`src/hw/rtl/rti_pkg.sv`:
```
// rti_pkg: shared widths, codes and structs of the ray/triangle intersection unit
// used by rti_front, rti_queue, rti_back and ray_triangle_intersect_unit
package rti_pkg;

   localparam int CoordW    = 16;
   localparam int DiffW     = CoordW + 1;
   localparam int NormW     = 2 * DiffW + 1;
   localparam int ProdW     = NormW + DiffW;
   localparam int DotW      = ProdW + 2;
   localparam int GramW     = 2 * DiffW + 2;
   localparam int BaryW     = 2 * GramW + 2;
   localparam int RayFrac   = 16;
   localparam int RayIntCap = 24;
   localparam int QuotW     = RayIntCap + RayFrac;
   localparam int RemW      = DotW + 1;
   localparam int OffW      = QuotW + DiffW + 1 - RayFrac;
   localparam int HitW      = OffW + 2;
   localparam int LimitW    = 32;
   localparam int QUEUE_DEPTH = 4;

   localparam logic [LimitW-1:0] LimitReset = LimitW'(1);

   localparam logic FnLoad = 1'b0;
   localparam logic FnTest = 1'b1;

   typedef logic signed [CoordW-1:0] coord_type;
   typedef logic signed [DiffW-1:0]  diff_type;
   typedef logic signed [GramW-1:0]  gram_type;

   typedef enum logic [1:0] {
      ST_DEGENERATE = 2'd0,
      ST_DISJOINT   = 2'd1,
      ST_HIT        = 2'd2,
      ST_PLANE      = 2'd3
   } status_type;

   // one triangle test with the ray it runs against
   typedef struct packed {
      coord_type [2:0] p0;
      coord_type [2:0] org;
      diff_type  [2:0] u;
      diff_type  [2:0] v;
      diff_type  [2:0] w0;
      diff_type  [2:0] dir;
   } job_type;

   typedef struct packed {
      status_type      status;
      logic            early;
      coord_type [2:0] p0;
      coord_type [2:0] org;
      diff_type  [2:0] u;
      diff_type  [2:0] v;
      diff_type  [2:0] dir;
      gram_type        uu;
      gram_type        uv;
      gram_type        vv;
   } tail_type;

   typedef struct packed {
      tail_type          tl;
      logic              clamp;
      logic [DotW-1:0]   ma;
      logic [DotW-1:0]   mb;
      logic [DotW-1:0]   rem;
      logic [QuotW-1:0]  quo;
   } div_type;

   typedef struct packed {
      status_type      status;
      logic            early;
      coord_type [2:0] hp;
   } fin_type;

endpackage

```
`src/hw/rtl/rti_front.sv`:
```
// rti_front: accepts request words, keeps the ray and forms triangle jobs
// depends on rti_pkg
module rti_front (
   input  logic               clock,
   input  logic               reset,
   input  logic               req_valid,
   output logic               req_stall,
   input  logic               req_func,
   input  rti_pkg::coord_type req_first_x,
   input  rti_pkg::coord_type req_first_y,
   input  rti_pkg::coord_type req_first_z,
   input  rti_pkg::coord_type req_second_x,
   input  rti_pkg::coord_type req_second_y,
   input  rti_pkg::coord_type req_second_z,
   input  rti_pkg::coord_type req_third_x,
   input  rti_pkg::coord_type req_third_y,
   input  rti_pkg::coord_type req_third_z,
   input  logic               q_full,
   output logic               q_push,
   output rti_pkg::job_type   q_job
);

   rti_pkg::coord_type org_ff [3];
   rti_pkg::coord_type org_in [3];
   rti_pkg::diff_type  dir_ff [3];
   rti_pkg::diff_type  dir_in [3];
   rti_pkg::coord_type first  [3];
   rti_pkg::coord_type second [3];
   rti_pkg::coord_type third  [3];
   logic               accept;
   logic               load;

   assign first[0]  = req_first_x;
   assign first[1]  = req_first_y;
   assign first[2]  = req_first_z;
   assign second[0] = req_second_x;
   assign second[1] = req_second_y;
   assign second[2] = req_second_z;
   assign third[0]  = req_third_x;
   assign third[1]  = req_third_y;
   assign third[2]  = req_third_z;

   assign req_stall = q_full;
   assign accept    = req_valid && !q_full;
   assign load      = accept && (req_func == rti_pkg::FnLoad);
   assign q_push    = accept && (req_func == rti_pkg::FnTest);

   always_comb begin
      for (int k = 0; k < 3; k++) begin
         org_in[k] = org_ff[k];
         dir_in[k] = dir_ff[k];
         if (load) begin
            org_in[k] = first[k];
            dir_in[k] = rti_pkg::DiffW'(second[k]) - rti_pkg::DiffW'(first[k]);
         end
         q_job.p0[k]  = first[k];
         q_job.org[k] = org_ff[k];
         q_job.dir[k] = dir_ff[k];
         q_job.u[k]   = rti_pkg::DiffW'(second[k]) - rti_pkg::DiffW'(first[k]);
         q_job.v[k]   = rti_pkg::DiffW'(third[k]) - rti_pkg::DiffW'(first[k]);
         q_job.w0[k]  = rti_pkg::DiffW'(org_ff[k]) - rti_pkg::DiffW'(first[k]);
      end
   end

   always_ff @(posedge clock) begin
      if (reset) begin
         for (int k = 0; k < 3; k++) begin
            org_ff[k] <= '0;
            dir_ff[k] <= '0;
         end
      end else begin
         for (int k = 0; k < 3; k++) begin
            org_ff[k] <= org_in[k];
            dir_ff[k] <= dir_in[k];
         end
      end
   end

endmodule

```
`config.mk`:
```
export PLATFORM = sky130hd
export DESIGN_NAME = rti_front
export DESIGN_NICKNAME = d
export VERILOG_FILES = /design/src/hw/rtl/rti_pkg.sv /design/src/hw/rtl/rti_front.sv
export SDC_FILE = /design/constraint.sdc
export NUM_CORES = 1
export LEC_CHECK = 0
export BUFFER_PORTS_ARGS = -buffer_cell sky130_fd_sc_hd__buf_2
export CAP_MARGIN = 30
export CORE_AREA = 4 4 173 175
export CTS_BUF_LIST = sky130_fd_sc_hd__clkbuf_16
export DETAILED_ROUTE_END_ITERATION = 16
export DIE_AREA = 0 0 177 179
export PLACE_DENSITY = 0.76
export SYNTH_ARGS = -nofsm -noshare
export SYNTH_HDL_FRONTEND = slang
export SYNTH_SLANG_ARGS = --single-unit
```
`constraint.sdc`:
```
create_clock -name clock -period 4.5 [get_ports clock]
set_input_delay 0.225 -clock clock [delete_from_list [all_inputs] [get_ports clock]]
set_output_delay 0.225 -clock clock [all_outputs]
set_load 0.01 [all_outputs]
```
# Yosys cells after proc, flatten, opt, wreduce, memory -nomap -nowiden
# Memories as Yosys holds them, arrays and structs flattened.
# Index checks and enable logic that the tools add are counted.
# Widths: inputs -> output; s select.
dict set report totals {
  register_bits 0
  ramBits 99
  in_bits 149
  output_inout_bits 302
  elab_cells 37
  mem_count 2
}
# name depth width rd rd_ports_with_merged_regs wr line_no
set mem_list {}
lappend mem_list {dir_ff 3 17 3 0 3 rti_front.sv:25} ;# rti_pkg::diff_type dir_ff [3];
lappend mem_list {org_ff 3 16 3 0 3 rti_front.sv:23} ;# rti_pkg::coord_type org_ff [3];
dict set report op_classes {
  n_addsub 9
  muxes 15
  n_bitwise 7
  n_reduce_logical 4
}
# cell n
set ops {}
lappend ops {{$sub 16x16->17} 9}
lappend ops {{$mux 17} 6}
lappend ops {{$mux 16} 6}
lappend ops {{$or 1x1->1} 6}
lappend ops {{$logic_and 1x1->1} 3}
lappend ops {{$mux 1} 3}
lappend ops {{$logic_not 1->1} 1}
lappend ops {{$not 1->1} 1}

# Longest topological paths before layout
# Gate-level depths: netlist of run 1.
dict set report depth {
  word_depth 5
  depth_mapped 10
  mapped_depth_nobuf 10
}

# Least setup slack after synthesis of run 1
# No wires, ideal clock.
dict set report synth_path {
  path_kind {register to output}
  start {memory org_ff[0][32] (netlist name)}
  end {output q_job[101] (netlist name)}
  t_arrival_ns 2.171
  required_ns 4.275
  slack_ns 2.104
  stages_incl_launch_ff 11
  n_path_buf 0
  path_cell_list {dfxtp_1 -> inv_1 -> ha_1 -> fa_1 -> nor2b_1 -> o21ai_1 -> a21boi_1 -> o2111ai_1 -> a31oi_1 -> nand4_1 -> a41o_1}
}
# element line_no
set synth_lines {}
lappend synth_lines {{start: declaration} rti_front.sv:23}
lappend synth_lines {{end: declaration} rti_front.sv:20} ;# output rti_pkg::job_type q_job

==> results of run 1 <==
==> routing by layer <==
metal / part of all wire, % / vias to the layer above / wire length, um / track usage (%)
met4: 2.5 / 2 / 986 / 6.29
met5: 0.048 / - / 19 / 0
li1: - / 5697 / - / -
met2: 49 / 521 / 19100 / 41.8
met1: 41 / 5464 / 16000 / 27.6
met3: 8.0 / 68 / 3130 / 4.83
==> power by group through the flow <==
| stage | logic, uW | registers [uW] | clock network (uW) |
|---|---|---|---|
| 6_report | 1630 | 939 | 825 |
| 5_1_grt | 1770 | 943 | 884 |
| 4_1_cts | 1620 | 939 | 855 |
| 3_5_place_dp | 1610 | 959 | 0 |
| 3_3_place_gp | 1590 | 958 | 0 |
| 2_1_floorplan | 996 | 972 | 0 |
==> placed cells by master, fill, tap and decap left out, types with 6 or more instances in the layout <==
cell type | netlist | routed
nor2_1 | 97 | 97
a21o_1 | 29 | 29
nor3b_1 | 13 | 12
o21a_1 | 26 | 26
xnor2_1 | 73 | 73
a211o_1 | 8 | 8
inv_1 | 115 | 116
xor2_1 | 28 | 28
ha_1 | 144 | 144
nor2b_1 | 36 | 36
fa_1 | 9 | 9
o21ai_1 | 34 | 34
a211oi_1 | 18 | 18
nand3b_1 | 9 | 9
buf_2 | 0 | 449
buf_4 | 49 | 7
a31oi_1 | 13 | 13
o21ai_0 | 30 | 30
a21boi_1 | 6 | 6
and3_1 | 10 | 10
or3_1 | 6 | 6
o211ai_1 | 7 | 7
dfxtp_1 | 99 | 99
nand3_1 | 11 | 11
and2_1 | 6 | 6
o31ai_1 | 7 | 7
nand2b_1 | 21 | 21
nand2_1 | 180 | 180
nand4_1 | 16 | 16
a21oi_1 | 156 | 156
clkbuf_16 | 0 | 9
nor3_1 | 36 | 36
==> stage by stage <==
step           total power [uW]  area, sq um  setup WS (ns)
3_5_place_dp               2570        12800           1.54
2_1_floorplan              1970        10600           2.10
4_1_cts                    3420        13100           1.27
6_report                   3390        13100           1.25
5_1_grt                    3600        13100           1.08
3_3_place_gp               2550        12800           1.63
==> path summary, 6_finish.rpt <==
| check | startpoint | endpoint | depth (start not counted) | slack, ns |
|---|---|---|---|---|
| worst max register to register | dir_ff[0][13] | dir_ff[0][13] | 2 | 3.69 |
| worst min register to register | dir_ff[0][2] | dir_ff[0][2] | 2 | 0.45 |
| worst min-delay path | req_first_x[3] | org_ff[0][3] | 3 | 0.12 |
| worst max-delay path | org_ff[0][32] | q_job[101] | 11 | 1.25 |
==> worst max-delay path: cells and delay by family (launching register included) <==
kind	cells	cell delay, ns
AO/OA/AOI/OAI	5	1.21
adder cells (fa/ha/maj)	2	0.61
AND/OR/NAND/NOR	2	0.31
buffers and inverters	2	0.18
flip-flops	1	0.35
==> cell type report <==
cell class	count	area (sq um)	share of cell area (%)
multi-input cells	1114	7650	58.2
repair buffers	456	2300	17.5
clock inverters	7	67.6	0.514
inverters	115	432	3.29
clock buffers	9	225	1.71
flip-flops and latches	99	1980	15.1
well taps	384	480	3.66
==> registers in the layout (all words and copies together), names as in the netlist <==
signal,cells
dir_ff,51
org_ff,48
==> cells by family (layout without fill, tap and decap cells) <==
group	count (synthesis)	in the layout	synth area share (%)
adders and majority gates	153	153	18.8
DFF	99	99	18.8
muxes	2	2	0.201
AOI/OAI and AO/OA	397	397	24.2
buffers and inverters	203	587	8.95
and+or+nand+nor	461	461	20.8
xor gates and xnor gates	101	101	8.37
==> flow_summary.json, run 1 <==
{
  "arrival_ns": 3.02,
  "synth_ff_type": "dfxtp_1",
  "sw_frac_of_total_pct": 40.8,
  "cpPeakStageDelay_ns": 0.40,
  "pin_count": 451,
  "clk_pin_slew_ns": 0.08,
  "antenna_found_initial": 2,
  "status": "finished clean",
  "ys_top_cells_by_area": "dfxtp_1 19%, ha_1 17%, a21oi_1 7.4%",
  "async_flop_share_pct": 0,
  "grt_pass1_wl_mm": 58.5,
  "core_sq_um": 28500,
  "grt_pass1_vias": 10913,
  "cts_setup_buffers": 0,
  "cts_root_buf": "clkbuf_16",
  "yosysTopAreaCell": "dfxtp_1",
  "ys_seq_area_share_pct": 18.8,
  "synth_common_cells": "180 x nand2_1, 156 x a21oi_1, 144 x ha_1",
  "vias": 11752,
  "h-tree-depth": 3,
  "slew_headroom_pct": 53.0,
  "track_usage_pct": 23.1,
  "start_util_pct": 37.1,
  "nNetsFinal": 2097,
  "clock_latency_ns": 0.35,
  "cts_buffer_depth": 2,
  "dieArea_sq_um": 31700,
  "worst_path_max_delay_cell": "fa_1",
  "cts_hold_buf": 0,
  "dp_hpwl_mm": 32.2,
  "cts_tree": "built",
  "final-hold-violation-count": 0,
  "cts_made_buffers": 9,
  "ir_drop_uv": 200,
  "drt_pass1_iterations": 5,
  "postSynthNetCount": 1718,
  "netlist_area_sq_um": 10600,
  "overflow": 0,
  "synthCells": 1416,
  "routabilityCongestion": 0.918,
  "ys_types": 71,
  "max_freq_mhz": 308,
  "critPathKind": "reg -> out",
  "tightestPinTransition_ns": 0.702,
  "sequentialPowerShare_pct": 27.7,
  "cap_violations": 0,
  "tns_ns": 0,
  "drc_errors": 0,
  "std_cell_rows": 62,
  "fin_crit_sh_pct": 72.2,
  "crit_path_end_kind": "output port",
  "p_sw_uw": 1380,
  "fin_crit_ns": 3.25,
  "cts.repair.resized": 0,
  "die_h_um": 179,
  "rsz0062_at_grt": "no",
  "path_max_fanout": 4,
  "fillCellCount": 2880,
  "synth_seq_cells": 99,
  "drive_above_1_share_pct": 27.2,
  "cts_sinks": 99,
  "synth_most_common_cell": "nand2_1",
  "p_comb_share_pct": 48.0,
  "grt_max_degree": 56,
  "p_int_uw": 2010,
  "antennaDiodeCount": 0,
  "synth_top_area_share_pct": 18.8,
  "fin_cells": 2184,
  "avgSynthCellArea_sq_um": 7.46,
  "wl_per_cell_um": 18.0,
  "final_util_pct": 46.1,
  "placed_cells": 2168,
  "synth-edff-count": 0,
  "hold_path_class": "in -> reg",
  "hold_slack_ns": 0.122,
  "path_cells": "inv_1, ha_1, fa_1, nor2b_1, o21ai_1, a21boi_1, o2111ai_1, a31oi_1, nand4_1, a41o_1, buf_2",
  "setup_viol": 0,
  "startpoint_type": "flip-flop",
  "dr.first_iter.drc_count": 672,
  "io_buffers": 450,
  "worstPathRequired_ns": 4.28,
  "yosys_warnings": 0,
  "final_antenna_net_count": 0,
  "die_w_um": 177,
  "fin_skew_ns": 0,
  "wl_mm": 39.2,
  "viasPerCell": 5.38,
  "syn2layout_area_growth_pct": 24.3,
  "power_density_nw_per_um2": 258,
  "leakage_uw": 0.00667,
  "maxSlewViolCount": 0,
  "p_clk_share_pct": 24.3
}
Power figures use the tool's default switching activity.
==> run 2, diff against run 1 <==
Settings changed: CORE_AREA 4 4 173 175 to 4 4 174 176, DIE_AREA 0 0 177 179 to 0 0 178 180, PLACE_DENSITY 0.76 to 0.75.
Clock period 4.5 ns to 3.3 ns, I/O delays scaled along.
==> run 2 against run 1 <==
  * Sequential share of layout area decreased by 0.073 points
  * Design area up 0.49%
  * Wire length is 0.65% lower
  * Utilization barely moved
  * Hold slack worse by 0.061 ns
  * Die area rose by 1.1%
  * Register-to-register slack worse by 1.2 ns
  * Critical path depth unchanged
  * Clock power grew 38%
  * First-iteration DRC count decreased by 5.1%
  * Critical path type unchanged
  * Critical endpoint unchanged
==> flow_summary.json, run 2 (same netlist as run 1, synthesis figures left out) <==
{
  "clk_pin_slew_ns": 0.09,
  "cts_setup_buffers": 0,
  "hold_end": "org_ff[0][20]",
  "core_sq_um": 28600,
  "rsz0062_at_grt": "no",
  "power_density_nw_per_um2": 352,
  "grt_max_degree": 104,
  "fin_crit_sh_pct": 94.8,
  "final-hold-violation-count": 0,
  "die_w_um": 178,
  "cts_buffer_depth": 2,
  "largest_reg_flops": 51,
  "top_register": "dir_ff",
  "dieArea_sq_um": 32000,
  "routabilityCongestion": 0.934,
  "wl_per_cell_um": 17.8,
  "dp_hpwl_mm": 31.6,
  "r2r-end": "dir_ff[0][14]",
  "worstPathRequired_ns": 3.13,
  "startpoint_type": "flip-flop",
  "pin_count": 451,
  "final_util_pct": 46.1,
  "fin_skew_ns": 0,
  "cts_made_buffers": 9,
  "tightestPinTransition_ns": 0.623,
  "grt_pass1_vias": 11261,
  "fillCellCount": 2909,
  "hold_depth": 3,
  "std_cell_rows": 62,
  "maxSlewViolCount": 0,
  "cpLargestDelayFamily": "compound AO/OA/AOI/OAI gates",
  "hold_path.startpoint": "req_first_y[4]",
  "grt_pass1_wl_mm": 59.6,
  "r2r_start": "dir_ff[0][14]",
  "met2_length_mm": 18.5,
  "setup_viol": 0,
  "cts_tree": "built",
  "final_antenna_net_count": 0,
  "start_util_pct": 36.9,
  "drc_errors": 0,
  "path_cells": "inv_1, ha_1, fa_1, nor2b_1, o21ai_1, a21boi_1, o2111ai_1, a31oi_2, nand4_1, a41o_1, buf_2",
  "hold_path_class": "in -> reg",
  "worst_path_max_delay_cell": "fa_1",
  "status": "finished clean",
  "crit_buf_inv": 2,
  "h-tree-depth": 3,
  "drt_pass1_iterations": 5,
  "nNetsFinal": 2098,
  "vias": 11768,
  "crit_path_end_kind": "output port",
  "syn2layout_area_growth_pct": 24.9,
  "layout_common_cells": "449 x buf_2, 180 x nand2_1, 156 x a21oi_1",
  "critPathKind": "reg -> out",
  "cts_root_buf": "clkbuf_16",
  "top_layer_used": "met4",
  "die_h_um": 180,
  "clock_latency_ns": 0.34,
  "cpPeakStageDelay_ns": 0.41,
  "ir_drop_uv": 266,
  "cap_violations": 0,
  "wl_met1_mm": 15.5,
  "cts_sinks": 99,
  "path_max_fanout": 4,
  "r2r_slack_ns": 2.51,
  "tns_ns": 0,
  "final_common_cell": "buf_2",
  "arrival_ns": 2.96,
  "io_buffers": 450,
  "leakage_uw": 0.00670,
  "antenna_found_initial": 2,
  "wl_mm": 39.0,
  "viasPerCell": 5.38,
  "top_regs": "dir_ff: 51 flops, org_ff: 48 flops",
  "slew_headroom_pct": 58.1,
  "drive_above_1_share_pct": 27.4,
  "fin_crit_ns": 3.13,
  "max_freq_mhz": 320,
  "reg2reg_depth": 2,
  "wl_met3_mm": 3.38,
  "dr.first_iter.drc_count": 638,
  "overflow": 0,
  "track_usage_pct": 22.9
}
==> run 2: cell count changes in the layout (fill, tap and decap cells not counted), sizes merged <==
cell / previous run / this run
inv: 117 / 118
diode: 0 / 3
buf: 456 / 457
clkinv: 3 / 1
clkinvlp: 1 / 2
==> run 2: tightest hold or removal path, cell delays in order <==
cell     delay [ns]
buf_2          0.11
nand2_1        0.05
a21oi_1        0.05
==> run 2: through the flow <==
| stage | power (uW) | worst slack, ns | instances | hold WS [ns] | cell area, sq um |
|---|---|---|---|---|---|
| global route | 4950 | 0.0468 | 2187 | 0.0428 | 13200 |
| CTS | 4680 | 0.0914 | 2185 | 0.0436 | 13200 |
| global placement | 3480 | 0.477 | 2169 | 0.429 | 12900 |
| floorplan | 2680 | 0.964 | 1416 | 0.301 | 10600 |
| detailed placement | 3510 | 0.475 | 2169 | 0.432 | 12900 |
| finish | 4640 | 0.172 | 2188 | 0.0609 | 13200 |
==> run 2: cell type report <==
class	count	area [sq um]	area share, %
multi-input cells	1114	7660	58.1
repair buffers	457	2330	17.7
flip-flops and latches	99	1980	15.0
well taps	384	480	3.64
inverters	115	432	3.27
clock buffers	9	225	1.71
clock inverters	7	77.6	0.588
diodes	3	7.51	0.0569
==> run 2: where the power goes <==
part / total, uW / switching (uW) / internal, uW
clock: 1140 / 543 / 597
combinational: 2220 / 1320 / 906
sequential: 1280 / 33.4 / 1250
==> run 2: how the worst max path moves through the flow <==
stage / start / end / slack, ns / cells after the start
floorplan: org_ff[0][32] / q_job[101] / 0.96 / 10
global placement: req_first_x[1] / q_job[168] / 0.48 / 10
detailed placement: req_first_x[1] / q_job[168] / 0.47 / 10
CTS: org_ff[0][32] / q_job[101] / 0.09 / 11
global route: org_ff[0][32] / q_job[101] / 0.05 / 11
finish: org_ff[0][32] / q_job[101] / 0.17 / 11
==> run 2: routing by layer <==
| metal | global-route usage [%] | vias up |
|---|---|---|
| met4 | 9.41 | 0 |
| met3 | 5.67 | 108 |
| met5 | 0 | - |
| met2 | 39.2 | 556 |
| li1 | - | 5714 |
| met1 | 27.1 | 5390 |
==> run 2: repair_timing <==
item,4_1_cts,5_1_grt
gates resized for setup,0,2
hold buffers,0,0
endpoints found under the setup margin,0,2
