File: config.mk
export PLATFORM = sky130hd
export DESIGN_NAME = rti_queue
export DESIGN_NICKNAME = d
export VERILOG_FILES = /design/src/hw/rtl/rti_pkg.sv /design/src/hw/rtl/rti_queue.sv
export SDC_FILE = /design/constraint.sdc
export NUM_CORES = 1
export LEC_CHECK = 0
export BUFFER_PORTS_ARGS = -buffer_cell sky130_fd_sc_hd__buf_2
export CAP_MARGIN = 15
export CORE_MARGIN = 1.5
export CORE_UTILIZATION = 32
export DETAILED_ROUTE_END_ITERATION = 10
export PLACE_DENSITY_LB_ADDON = 0.05
export SETUP_SLACK_MARGIN = 0.4
export SYNTH_ARGS = -nofsm -noshare
export SYNTH_HDL_FRONTEND = slang
export SYNTH_SLANG_ARGS = --single-unit
File: constraint.sdc
create_clock -name clock -period 11.8 [get_ports clock]
set_input_delay 0.59 -clock clock [delete_from_list [all_inputs] [get_ports clock]]
set_output_delay 0.59 -clock clock [all_outputs]
set_load 0.05 [all_outputs]
File: src/hw/rtl/rti_pkg.sv
// rti_pkg: shared widths, codes and structs of the ray/triangle intersection unit
// used by rti_front, rti_queue, rti_back and ray_triangle_intersect_unit
package rti_pkg;

   localparam int CoordW    = 16;
   localparam int DiffW     = CoordW + 1;
   localparam int NormW     = 2 * DiffW + 1;
   localparam int ProdW     = NormW + DiffW;
   localparam int DotW      = ProdW + 2;
   localparam int GramW     = 2 * DiffW + 2;
   localparam int BaryW     = 2 * GramW + 2;
   localparam int RayFrac   = 16;
   localparam int RayIntCap = 24;
   localparam int QuotW     = RayIntCap + RayFrac;
   localparam int RemW      = DotW + 1;
   localparam int OffW      = QuotW + DiffW + 1 - RayFrac;
   localparam int HitW      = OffW + 2;
   localparam int LimitW    = 32;
   localparam int QUEUE_DEPTH = 4;

   localparam logic [LimitW-1:0] LimitReset = LimitW'(1);

   localparam logic FnLoad = 1'b0;
   localparam logic FnTest = 1'b1;

   typedef logic signed [CoordW-1:0] coord_type;
   typedef logic signed [DiffW-1:0]  diff_type;
   typedef logic signed [GramW-1:0]  gram_type;

   typedef enum logic [1:0] {
      ST_DEGENERATE = 2'd0,
      ST_DISJOINT   = 2'd1,
      ST_HIT        = 2'd2,
      ST_PLANE      = 2'd3
   } status_type;

   // one triangle test with the ray it runs against
   typedef struct packed {
      coord_type [2:0] p0;
      coord_type [2:0] org;
      diff_type  [2:0] u;
      diff_type  [2:0] v;
      diff_type  [2:0] w0;
      diff_type  [2:0] dir;
   } job_type;

   typedef struct packed {
      status_type      status;
      logic            early;
      coord_type [2:0] p0;
      coord_type [2:0] org;
      diff_type  [2:0] u;
      diff_type  [2:0] v;
      diff_type  [2:0] dir;
      gram_type        uu;
      gram_type        uv;
      gram_type        vv;
   } tail_type;

   typedef struct packed {
      tail_type          tl;
      logic              clamp;
      logic [DotW-1:0]   ma;
      logic [DotW-1:0]   mb;
      logic [DotW-1:0]   rem;
      logic [QuotW-1:0]  quo;
   } div_type;

   typedef struct packed {
      status_type      status;
      logic            early;
      coord_type [2:0] hp;
   } fin_type;

endpackage

File: src/hw/rtl/rti_queue.sv
// rti_queue: short job queue between the front and back parts
// depends on rti_pkg
module rti_queue #(
   parameter int DEPTH = rti_pkg::QUEUE_DEPTH
) (
   input  logic              clock,
   input  logic              reset,
   input  logic              push,
   input  rti_pkg::job_type  push_job,
   output logic              full,
   input  logic              pop,
   output logic              not_empty,
   output rti_pkg::job_type  head_job
);

   localparam int PtrW = (DEPTH > 1) ? $clog2(DEPTH) : 1;
   localparam int CntW = $clog2(DEPTH + 1);

   rti_pkg::job_type mem_ff [DEPTH];
   logic [PtrW-1:0] wr_ptr_ff, wr_ptr_in;
   logic [PtrW-1:0] rd_ptr_ff, rd_ptr_in;
   logic [CntW-1:0] count_ff, count_in;
   logic            do_push, do_pop;

   assign full      = (count_ff == CntW'(DEPTH));
   assign not_empty = (count_ff != '0);
   assign head_job  = mem_ff[rd_ptr_ff];
   assign do_push   = push && !full;
   assign do_pop    = pop && not_empty;

   always_comb begin
      wr_ptr_in = wr_ptr_ff;
      rd_ptr_in = rd_ptr_ff;
      count_in  = count_ff;
      if (do_push) begin
         wr_ptr_in = (wr_ptr_ff == PtrW'(DEPTH - 1)) ? '0 : wr_ptr_ff + PtrW'(1);
      end
      if (do_pop) begin
         rd_ptr_in = (rd_ptr_ff == PtrW'(DEPTH - 1)) ? '0 : rd_ptr_ff + PtrW'(1);
      end
      if (do_push && !do_pop) begin
         count_in = count_ff + CntW'(1);
      end else if (do_pop && !do_push) begin
         count_in = count_ff - CntW'(1);
      end
   end

   always_ff @(posedge clock) begin
      if (reset) begin
         wr_ptr_ff <= '0;
         rd_ptr_ff <= '0;
         count_ff  <= '0;
      end else begin
         wr_ptr_ff <= wr_ptr_in;
         rd_ptr_ff <= rd_ptr_in;
         count_ff  <= count_in;
      end
   end

   always_ff @(posedge clock) begin
      if (do_push) begin
         mem_ff[wr_ptr_ff] <= push_job;
      end
   end

endmodule

After elaboration in Yosys (flattened, before gate mapping)
Memories as Yosys holds them, arrays and structs flattened. A register that Yosys moved wholly into a read port is not among the register bits.
Cells that the tools add are included.
Widths: inputs -> output; s select.
{ "classes": {"n_eq_ne": 3, "n_addsub": 4, "n_reduce_logical": 9, "mux": 8} }
{ "op_table": {"columns": ["cell", "n"], "rows": [
  ["$mux 2", 4],
  ["$mux 3", 2],
  ["$add 2x1->2 const B", 2],
  ["$eq 2x2->1 const B", 2],
  ["$logic_and 1x1->1", 4],
  ["$add 3x1->3 const B", 1],
  ["$eq 3x3->1 const B", 1],
  ["$logic_not 1->1", 3],
  ["$reduce_bool 3->1", 1],
  ["$sub 3x1->3 const B", 1],
  ["$mux 1", 2],
  ["$reduce_bool 2->1", 1]
]} }
{ "totals": {"in_bits": 304, "ramBits": 1200, "mem_count": 1, "register_bits": 7, "wordCells": 28} }
{ "mem_list": {"columns": ["memory", "words", "width", "read_ports", "rd_ports_with_merged_regs", "wr", "line_no", "text"], "rows": [
  ["mem_ff", 4, 300, 1, 1, 1, "rti_queue.sv:19", "rti_pkg::job_type mem_ff [DEPTH];"]
]} }

Logic depth before layout (Yosys ltp)
Gate-level depths: netlist (run 1).
{ "depth": {"depth_word": 7, "ltp_mapped": 10, "mapped_depth_nobuf": 9} }

Worst setup path after synthesis (run 1)
OpenSTA, ideal clock, no wires.
{ "synth_path": {"path_kind": "register -> register", "start": "reg count_ff[0]", "end": "mem mem_ff[0][0] (netlist bit), enable pin", "arrival_ps": 7538, "setup_ps": 703, "synth_period_minus_slack_ps": 8241, "slack_ps": 3559, "stages_incl_launch_ff": 4, "path_cell_list": "dfxtp_1 > or3b_1 > buf_2 > and3_1"} }
{ "synth_via": {"elab_chain_len": 5} }
{ "synth_lines": {"columns": ["item", "line_no", "text"], "rows": [
  ["start, declared", "rti_queue.sv:22", "logic [CntW-1:0] count_ff, count_in;"],
  ["start signal, assigned", "rti_queue.sv:56", "count_ff <= count_in;"],
  ["$eq 3x3->1", "rti_queue.sv:25", "assign full = (count_ff == CntW'(DEPTH));"],
  ["$logic_not 1->1", "rti_queue.sv:28", "assign do_push = push && !full;"],
  ["$logic_and 1x1->1", "rti_queue.sv:28", null],
  ["$mux 1", "rti_queue.sv:61", "if (do_push) begin"],
  ["$mux 1 (implied by the code)", "rti_queue.sv:62", "mem_ff[wr_ptr_ff] <= push_job;"],
  ["end, declared", "rti_queue.sv:19", null]
]} }
No other way between the ends.

==> impl_metrics.json, run 1 <==
{
  "fmax_ghz": 0.2115,
  "critPathRequiredTime_ns": 11.21,
  "syn_to_final_growth_pct": 24.39,
  "post-route-min-period_ns": 4.728,
  "max-cap-violations": 0,
  "layout_setup_ws_ns": 7.072,
  "vias": 20170,
  "rows": 136,
  "path_max_fanout": 58,
  "skew_ns": 0.02473,
  "relSlewSlack_pct": 16.92,
  "p_per_area_nw_per_um2": 237.9,
  "syn_area_per_cell_um2": 27.27,
  "port_buffers": 605,
  "gp_congestion": 0.7232,
  "post_drt_via_cell_ratio": 4.588,
  "syn_area_um2": 44090,
  "status": "completed",
  "critPathCaptureType": "output port",
  "antenna_found_initial": 57,
  "synth_fp_nets": 1928,
  "top_usage_layer": "met2",
  "die_area_um2": 140000,
  "critPathArrivalTime_ns": 4.14,
  "use_met3_pct": 6.018,
  "nets": 2790,
  "grt_use_met1_pct": 17.26,
  "dp_worst_setup_slack_ns": 7.557,
  "core_um2": 137200,
  "met2_usage_pct": 25.92,
  "p_leak_nw": 18.11,
  "grt_overflow": 0,
  "cts_max_path_buffers": 3,
  "first_pass_iters": 4,
  "hold_viol_final": 0,
  "ios": 606,
  "grtUsageTotal_pct": 15.06,
  "drt-wirelength-per-cell_um": 23.96,
  "grt_pass1_wl_mm": 153.4,
  "crit_type": "flip-flop to output port",
  "rsz0062_at_grt": "no",
  "cp-start-kind": "flip-flop",
  "cts_resized": 0,
  "drive_above_1_share_pct": 43.03,
  "finalCritPeriodShare_pct": 40.06,
  "insertion_delay_ns": 0.74,
  "postRouteAntennaNets": 0,
  "hpwl_mm": 62.39,
  "fillers": 12330,
  "peakVddDrop_v": 0.0001600,
  "wl_mm": 105.4,
  "clkTransAtPathRegs_ns": 0.06,
  "min_path_type": "primary input to flip-flop",
  "drcViolationCount": 0,
  "slew_viol_final": 0,
  "total_power_mw": 13.05,
  "yosysWarnings": 0,
  "syn_inst": 1617,
  "worst_pin_slew_ns": 1.246,
  "utilization_pct": 39.99,
  "ys_seq_area_share_pct": 82.13,
  "tritoncts": "built",
  "dp.cells": 3966,
  "drtIter0Drc": 1028,
  "numCtsBuffers": 140,
  "final-setup-viol-count": 0,
  "grt_max_degree": 138,
  "tns_ns": 0,
  "die_y_um": 374.2,
  "ys_ff_latch": 1209,
  "initial_core_util_pct": 32.15,
  "first_global_vias": 22130,
  "synth_cell_types": 23,
  "htree_levels": 4,
  "cts-root-buf": "clkbuf_16",
  "final_cells": 4397,
  "die_x_um": 374.2,
  "clock-sinks": 1209
}
==> cell usage in the layout (no fill, tap or decap), drive strengths merged <==
cell type,Yosys,routed
diode,0,21
o31ai,2,2
bufinv,0,6
a21oi,3,3
clkbuf,4,179
dlygate4sd3,0,165
clkinvlp,0,2
inv,4,6
dfxtp,9,9
mux2i,2,2
edfxtp,1200,1200
nand3,2,2
o21ai,2,2
xor2,2,2
fa,1,1
nor3,1,1
mux4,300,300
and3,4,4
clkinv,1,57
or3b,1,1
buf,65,624
ha,6,6
nor2,4,4
nand2,1,1
or3,3,3
==> state kept, by name, summed over array words and instances, names as in the netlist, named ones only <==
signal	cells
mem_ff	1200
count_ff	3
rd_ptr_ff	2
wr_ptr_ff	2
==> stage by stage <==
stage                     instance area [µm²]  hold slack [ns]
after detailed placement                48820           0.4768
after CTS                               54790       0.00003925
final                                   54850          0.07546
after floorplan                         44090           0.4634
after global routing                    54810          0.01922
after global placement                  48820           0.4827
==> final timing paths <==
kind | from | end | slack, ns | cells past startpoint
worst max-delay path | flip-flop | head_job[235] | 7.07 | 4
worst min-delay path | push_job[136] | mem_ff[3][136] | 0.08 | 1
worst max register to register | count_ff[0] | mem_ff[3][51] | 8.49 | 4
worst min register to register | rd_ptr_ff[0] | flip-flop | 0.48 | 2
==> report_power, final <==
group | internal [mW] | switching, mW | total (mW)
Clock | 2.42 | 1.64 | 4.06
Combinational | 1.04 | 2.62 | 3.66
Sequential | 5.20 | 0.125 | 5.33
Total | 8.66 | 4.39 | 13.0
==> logic make-up after synthesis <==
family	share of synthesized area, %
xor+xnor	0.03973
buf+inv	1.955
fa+ha+maj	0.2157
compound gates	0.09079
simple gates	0.1958
mux	15.37
flops	82.13
==> Yosys cell counts <==
master / number / area [µm²]
a21oi_1: 3 / 15.01
and3_1: 4 / 25.02
buf_12: 33 / 660.6
buf_2: 31 / 155.2
buf_6: 1 / 11.26
clkbuf_1: 4 / 15.01
clkinv_2: 1 / 5.000
dfxtp_1: 9 / 180.2
edfxtp_1: 1200 / 36030
fa_1: 1 / 20.02
ha_1: 6 / 75.07
inv_1: 4 / 15.01
mux2i_1: 2 / 20.02
mux4_2: 300 / 6756
nand2_1: 1 / 3.750
nand3_1: 2 / 10.01
nor2_1: 4 / 15.01
nor3_1: 1 / 5.000
o21ai_0: 2 / 10.01
o31ai_1: 2 / 15.01
or3_1: 3 / 18.77
or3b_1: 1 / 8.760
xor2_1: 2 / 17.52
==> routing by layer <==
layer | vias to the layer above | wire length (µm)
met1 | 10560 | 40230
met3 | 211 | 8425
met2 | 541 | 53890
met4 | 36 | 2591
li1 | 8823 | -
met5 | - | 230
==> final cells by class <==
type                            instances  area [µm²]  share of cell area, %
Antenna cell                           21       52.55                0.09581
Multi-Input combinational cell        334        7036                  12.83
Tap cell                             1794        2245                  4.093
Timing Repair Buffer                  789        4947                  9.020
Sequential cell                      1209       36220                  66.04
Clock buffer                          179        3841                  7.004
Inverter                                5       20.02                0.03650
Clock inverter                         66       483.0                 0.8806
==> worst max-delay path, stage by stage, from the launching register on <==
cell	delay [ns]
dfxtp_4	0.84
buf_4	0.86
buf_4	0.83
mux4_2	0.44
buf_2	0.23
==> repair_timing <==
item,in CTS,in global routing
endpoints found under the hold margin,590,0
hold buffers,165,0
setup buffers,0,0
No activity file was read; power rests on OpenSTA's default activity.
==> run 2, diff against run 1 <==
--- a/config.mk
+++ b/config.mk
@@ -5,6 +5,7 @@
 export SDC_FILE = /design/constraint.sdc
 export NUM_CORES = 1
 export LEC_CHECK = 0
+export ABC_AREA = 1
 export BUFFER_PORTS_ARGS = -buffer_cell sky130_fd_sc_hd__buf_2
 export CAP_MARGIN = 15
 export CORE_MARGIN = 1.5
==> constraint.sdc (replaced) <==
create_clock -name clock -period 4.13 [get_ports clock]
set_input_delay 0.2065 -clock clock [delete_from_list [all_inputs] [get_ports clock]]
set_output_delay 0.2065 -clock clock [all_outputs]
set_load 0.05 [all_outputs]
==> run 2 against run 1 <==
Against the previous run: cell count increased by 34%; hold slack improved by 0.13 ns; flip-flop and latch count unchanged; critical path depth increased by 1; global-route usage increased by 2.3 points; via count increased by 40%; wire length increased by 19%; die area increased by 1.6%; synthesized area increased by 1.6%; critical endpoint is now head_job[282]; highest routed layer unchanged.
==> impl_metrics.json, run 2 <==
{
  "layout_setup_ws_ns": 0.7408,
  "die_y_um": 377.1,
  "async_flop_share_pct": 0,
  "peakVddDrop_v": 0.0005932,
  "postCtsSetupRepairBufs": 0,
  "register_area_um2": 36220,
  "met2_usage_pct": 28.87,
  "fmax_ghz": 0.2951,
  "nets": 4193,
  "vias": 28220,
  "grtUsageTotal_pct": 17.36,
  "hpwl_mm": 72.05,
  "p_leak_nw": 19.83,
  "ys_ff_latch": 1209,
  "first_pass_iters": 5,
  "ios": 606,
  "critPathArrivalTime_ns": 3.18,
  "synth_cell_types": 23,
  "synth_ff_type": "edfxtp_1",
  "clkTransAtPathRegs_ns": 0.06,
  "cp-start-kind": "flip-flop",
  "post_drt_via_cell_ratio": 4.798,
  "insertion_delay_ns": 0.75,
  "top_register": "mem_ff",
  "largestRegisters": "mem_ff x1200, count_ff x3",
  "rows": 137,
  "r2r_cells": 6,
  "r2r_start": "count_ff[0]",
  "core_um2": 139200,
  "die_area_um2": 142200,
  "syn_inst": 2971,
  "grt_pass1_wl_mm": 184.5,
  "synth_edf_count": 1200,
  "wl_mm": 125.6,
  "post-route-min-period_ns": 3.389,
  "crit_type": "flip-flop to output port",
  "drt-wirelength-per-cell_um": 21.36,
  "yosysTopAreaCell": "edfxtp_1",
  "p_per_area_nw_per_um2": 743.7,
  "port_buffers": 605,
  "path_max_fanout": 103,
  "synth_area_leaders": "edfxtp_1 (80%), o21ai_0 (5.6%), nor2_1 (5.2%)",
  "holdPathStages": 2,
  "whs_ns": 0.2007,
  "dp_worst_setup_slack_ns": 1.402,
  "yosysTopAreaCellShare_pct": 80.45,
  "multiInputGateArea_um2": 7436,
  "rsz0062_at_grt": "no",
  "regToRegSetupSlack_ns": 1.91,
  "postRouteAntennaNets": 0,
  "top_usage_layer": "met2",
  "syn_area_um2": 44790,
  "ys_seq_area_share_pct": 80.85,
  "synth_common_cells": "edfxtp_1 (1200), nor2_1 (617), o21ai_0 (505)",
  "fillers": 12920,
  "grt_overflow": 0,
  "htree_levels": 4,
  "min_path_type": "primary input to flip-flop",
  "whs_endpoint": "mem_ff[3][250]",
  "syn_area_per_cell_um2": 15.08,
  "worst_pin_slew_ns": 1.155,
  "tritoncts": "built",
  "antenna_found_initial": 22,
  "gp_congestion": 0.7398,
  "synth_most_common_cell": "edfxtp_1",
  "critPathCaptureType": "output port",
  "yosysWarnings": 0,
  "final-setup-viol-count": 0,
  "drcViolationCount": 0,
  "slew_viol_final": 0,
  "syn_to_final_growth_pct": 27.83,
  "skew_ns": 0.02220,
  "die_x_um": 377.1,
  "max-cap-violations": 0,
  "placedInstanceArea_um2": 49900,
  "critPathRequiredTime_ns": 3.92,
  "total_power_mw": 42.58,
  "relSlewSlack_pct": 23.01,
  "finalCritPeriodShare_pct": 82.06,
  "cts-root-buf": "clkbuf_16",
  "mostFrequentLayoutCell": "edfxtp_1",
  "first_global_vias": 28570,
  "worstHoldStart": "push_job[250]",
  "numCtsBuffers": 140,
  "cts_resized": 0,
  "synth_fp_nets": 3282,
  "r2r-end": "mem_ff[1][109]",
  "grt_use_met1_pct": 21.70,
  "utilization_pct": 41.14,
  "initial_core_util_pct": 32.18,
  "cts_max_path_buffers": 3,
  "grt_max_degree": 280,
  "hold_viol_final": 0,
  "layout_common_cells": "edfxtp_1 (1200), nor2_1 (612), buf_2 (605)",
  "final_area_um2": 57260,
  "clock-sinks": 1209,
  "drive_above_1_share_pct": 21.49,
  "largest_reg_flops": 1200,
  "use_met3_pct": 5.046,
  "status": "completed",
  "drtIter0Drc": 1536
}
==> run 2: cell count changes in the layout (fill, tap and decap cells not counted), sizes merged, moves of 9 or more <==
cell,change
buf,+40
diode,-9
dlygate4sd3,+139
inv,+18
mux4,-300
nand2,+13
nor2,+613
o21ai,+599
o22ai,+300
==> run 2: area by class of cell <==
| cell class | count | area share, % |
|---|---|---|
| Antenna cell | 12 | 0.05245 |
| Clock buffer | 183 | 6.567 |
| Inverter | 17 | 0.1705 |
| Timing Repair Buffer | 968 | 11.94 |
| Tap cell | 1876 | 4.100 |
| Sequential cell | 1209 | 63.27 |
| Multi-Input combinational cell | 1546 | 12.99 |
| Clock inverter | 70 | 0.9113 |
==> run 2: layer usage <==
layer / up-vias / share of wire [%]
met5: - / 0.095
met4: 20 / 2.5
met3: 187 / 6.5
met2: 682 / 49
met1: 14200 / 42
li1: 13130 / -
==> run 2: worst max-delay path, cell delays in order (launching register included) <==
cell and delay, ns:
dfxtp_4 0.55, inv_8 0.58, buf_4 0.38, o21ai_0 0.12, o22ai_1 0.23, buf_2 0.31
==> run 2: worst max-delay path by stage <==
stage                    end  cells after the start
6_report       head_job[282]                      5
5_1_grt        head_job[282]                      5
4_1_cts        head_job[288]                      4
3_5_place_dp   head_job[288]                      4
3_3_place_gp    head_job[35]                      4
2_1_floorplan   mem_ff[0][0]                      4
==> run 2: what timing repair did <==
item                                    4_1_cts  5_1_grt
hold endpoints to repair                   1213        0
hold buffers                                304        0
endpoints found under the setup margin        0        0
==> run 2: logic make-up after synthesis <==
kind of cell	Yosys count	share of synthesized area (%)
XOR/XNOR	1	0.01956
flip-flops	1209	80.85
buffers and inverters	216	2.643
adder cells (fa/ha/maj)	7	0.2123
AND/OR/NAND/NOR	635	5.347
AO/OA/AOI/OAI	903	10.93
==> run 2: power breakdown <==
part	internal (mW)	switching, mW
registers	14.9	0.360
clock network	6.68	4.79
logic	3.26	12.5
==> run 2: stage by stage <==
stage          instances  TNS [ns]
2_1_floorplan       2971  -1631.61
3_3_place_gp        5312         0
3_5_place_dp        5312         0
4_1_cts             5869         0
5_1_grt             5875         0
6_report            5881         0
==> run 3, diff against run 2 <==
--- a/config.mk
+++ b/config.mk
@@ -5,7 +5,7 @@
 export SDC_FILE = /design/constraint.sdc
 export NUM_CORES = 1
 export LEC_CHECK = 0
-export ABC_AREA = 1
+export ABC_AREA = 0
 export BUFFER_PORTS_ARGS = -buffer_cell sky130_fd_sc_hd__buf_2
 export CAP_MARGIN = 15
 export CORE_MARGIN = 1.5
==> constraint.sdc (replaced) <==
create_clock -name clock -period 3.24 [get_ports clock]
set_input_delay 0.162 -clock clock [delete_from_list [all_inputs] [get_ports clock]]
set_output_delay 0.162 -clock clock [all_outputs]
set_load 0.05 [all_outputs]
==> run 3 against run 2 <==
Against the previous run: non-clock buffer count up 3; global-route usage decreased by 1.8 points; hold slack worse by 0.038 ns; sequential power is 25% higher; count of clock-buffer cells in the layout decreased by 3; critical path type unchanged; largest cell class unchanged.
==> impl_metrics.json, run 3 (same netlist as run 1, synthesis figures left out) <==
{
  "utilization_pct": 41.58,
  "whs_ns": 0.1628,
  "crit_path_top_delay_cell": "mux4_2",
  "p_per_area_nw_per_um2": 845.0,
  "tritoncts": "built",
  "gp_congestion": 0.7120,
  "die_y_um": 374.2,
  "power_frac_comb_pct": 29.2,
  "relSlewSlack_pct": 60.60,
  "seq_power_share_pct": 39.9,
  "drtIter0Drc": 1151,
  "final-setup-viol-count": 0,
  "crit_type": "flip-flop to output port",
  "htree_levels": 4,
  "final_area_um2": 57020,
  "ios": 606,
  "core_um2": 137200,
  "die_x_um": 374.2,
  "status": "completed",
  "layout_common_cells": "edfxtp_1 (1200), buf_2 (605), dlygate4sd3_1 (303)",
  "peakVddDrop_v": 0.0005165,
  "multiInputGateArea_um2": 7036,
  "skew_ns": 0.02515,
  "r2r_cells": 7,
  "grt_max_degree": 73,
  "r2r_start": "count_ff[0]",
  "p_leak_nw": 19.04,
  "cts_max_path_buffers": 3,
  "insertion_delay_ns": 0.75,
  "critPathCaptureType": "output port",
  "postRouteAntennaNets": 0,
  "rsz0062_at_grt": "yes",
  "critPathArrivalTime_ns": 2.52,
  "path_max_fanout": 26,
  "clkTransAtPathRegs_ns": 0.06,
  "fmax_ghz": 0.3731,
  "cpPeakStageDelay_ns": 0.60,
  "internal-power_mw": 31.98,
  "total_power_mw": 48.19,
  "grtUsageTotal_pct": 15.57,
  "r2r-end": "count_ff[2]",
  "first_pass_iters": 7,
  "p_sw_share_pct": 33.63,
  "cts-root-buf": "clkbuf_16",
  "slew_viol_final": 0,
  "rows": 136,
  "port_buffers": 605,
  "cp-start-kind": "flip-flop",
  "regToRegSetupSlack_ns": 0.96,
  "drive_above_1_share_pct": 41.70,
  "initial_core_util_pct": 32.15,
  "switchingPower_mw": 16.21,
  "clock-sinks": 1209,
  "cp_cell_sequence": "buf_12 -> clkbuf_8 -> mux4_2 -> buf_2",
  "antenna_found_initial": 22,
  "largestRegisters": "mem_ff x1200, count_ff x3",
  "post-route-min-period_ns": 2.680,
  "nets": 2972,
  "finalCritPeriodShare_pct": 82.71,
  "die_area_um2": 140000,
  "top_register": "mem_ff",
  "worst_pin_slew_ns": 0.5911,
  "first_global_vias": 23180,
  "register_area_um2": 36220,
  "mostFrequentLayoutCell": "edfxtp_1",
  "endpoint": "head_job[237]",
  "clockPowerShare_pct": 30.8,
  "wl_mm": 108.2,
  "syn_to_final_growth_pct": 29.32,
  "min_path_type": "primary input to flip-flop",
  "drcViolationCount": 0,
  "grt_overflow": 0,
  "hold_viol_final": 0,
  "vias": 20880,
  "post_drt_via_cell_ratio": 4.564,
  "fillers": 12150,
  "numCtsBuffers": 140,
  "hpwl_mm": 67.65,
  "tns_ns": 0,
  "max-cap-violations": 0,
  "grt_pass1_wl_mm": 158.7,
  "placedInstanceArea_um2": 49500,
  "critPathRequiredTime_ns": 3.08,
  "largest_reg_flops": 1200,
  "drt-wirelength-per-cell_um": 23.64
}
-- run 3: changes by cell type in the layout (fill, tap and decap cells not counted), moves of 18 or more --
cell / change
o22ai_1: -300
o21ai_0: -503
nor2_1: -608
buf_4: -18
o21ai_1: -96
mux4_2: +300
-- run 3: layout make-up --
type / instances / area share (%)
antenna: 11 / 0.04827
clock buffer: 180 / 6.706
clock inverter: 71 / 0.9282
inverter: 5 / 0.03511
multi-input combinational: 334 / 12.34
sequential: 1209 / 63.53
tap: 1794 / 3.936
timing repair buffer: 971 / 12.48
-- run 3: worst min path at each step --
stage,start,endpoint,slack (ns),cells past startpoint
2_1_floorplan,push_job[0],mem_ff[0][0],0.26,0
3_3_place_gp,push_job[176],mem_ff[0][176],0.37,1
3_5_place_dp,push_job[98],mem_ff[2][98],0.38,1
4_1_cts,push_job[92],mem_ff[2][92],0.08,2
5_1_grt,push_job[176],mem_ff[3][176],0.12,2
6_report,push_job[98],mem_ff[3][98],0.16,2
-- run 3: power by group through the flow --
| stage | logic, mW | registers, mW | clock network (mW) |
|---|---|---|---|
| detailed placement | 14.0 | 19.6 | 0 |
| global placement | 14.0 | 19.5 | 0 |
| finish | 14.1 | 19.2 | 14.9 |
| floorplan | 10.6 | 19.5 | 0 |
| CTS | 14.5 | 19.3 | 15.4 |
| global route | 14.8 | 19.4 | 16.0 |
-- run 3: critical path: cells and delay by family, from the launching register on --
kind                   cells  cell delay, ns
buffers and inverters      3            0.74
multiplexers               1            0.60
flip-flops                 1            0.41
-- run 3: what timing repair did --
item / 4_1_cts / 5_1_grt
hold buffers: 303 / 0
buffers inserted: 5 / 0
endpoints found under the setup margin: 276 / 9
gates resized for setup: 4 / 3
hold endpoints to repair: 1209 / 0
-- run 3: stage by stage --
step | setup WS, ns | std cells
floorplan | 0.03487 | 1617
global placement | 0.9312 | 4005
detailed placement | 0.9568 | 4005
CTS | 0.4149 | 4564
global route | 0.3946 | 4574
finish | 0.5601 | 4575
-- run 3: routing by layer --
layer,vias up,GRT usage (%),part of all wire [%]
li1,9201,-,-
met1,10960,19.24,41
met2,548,26.11,50
met3,164,4.877,6.5
met4,14,4.709,2.2
met5,-,0,0.076
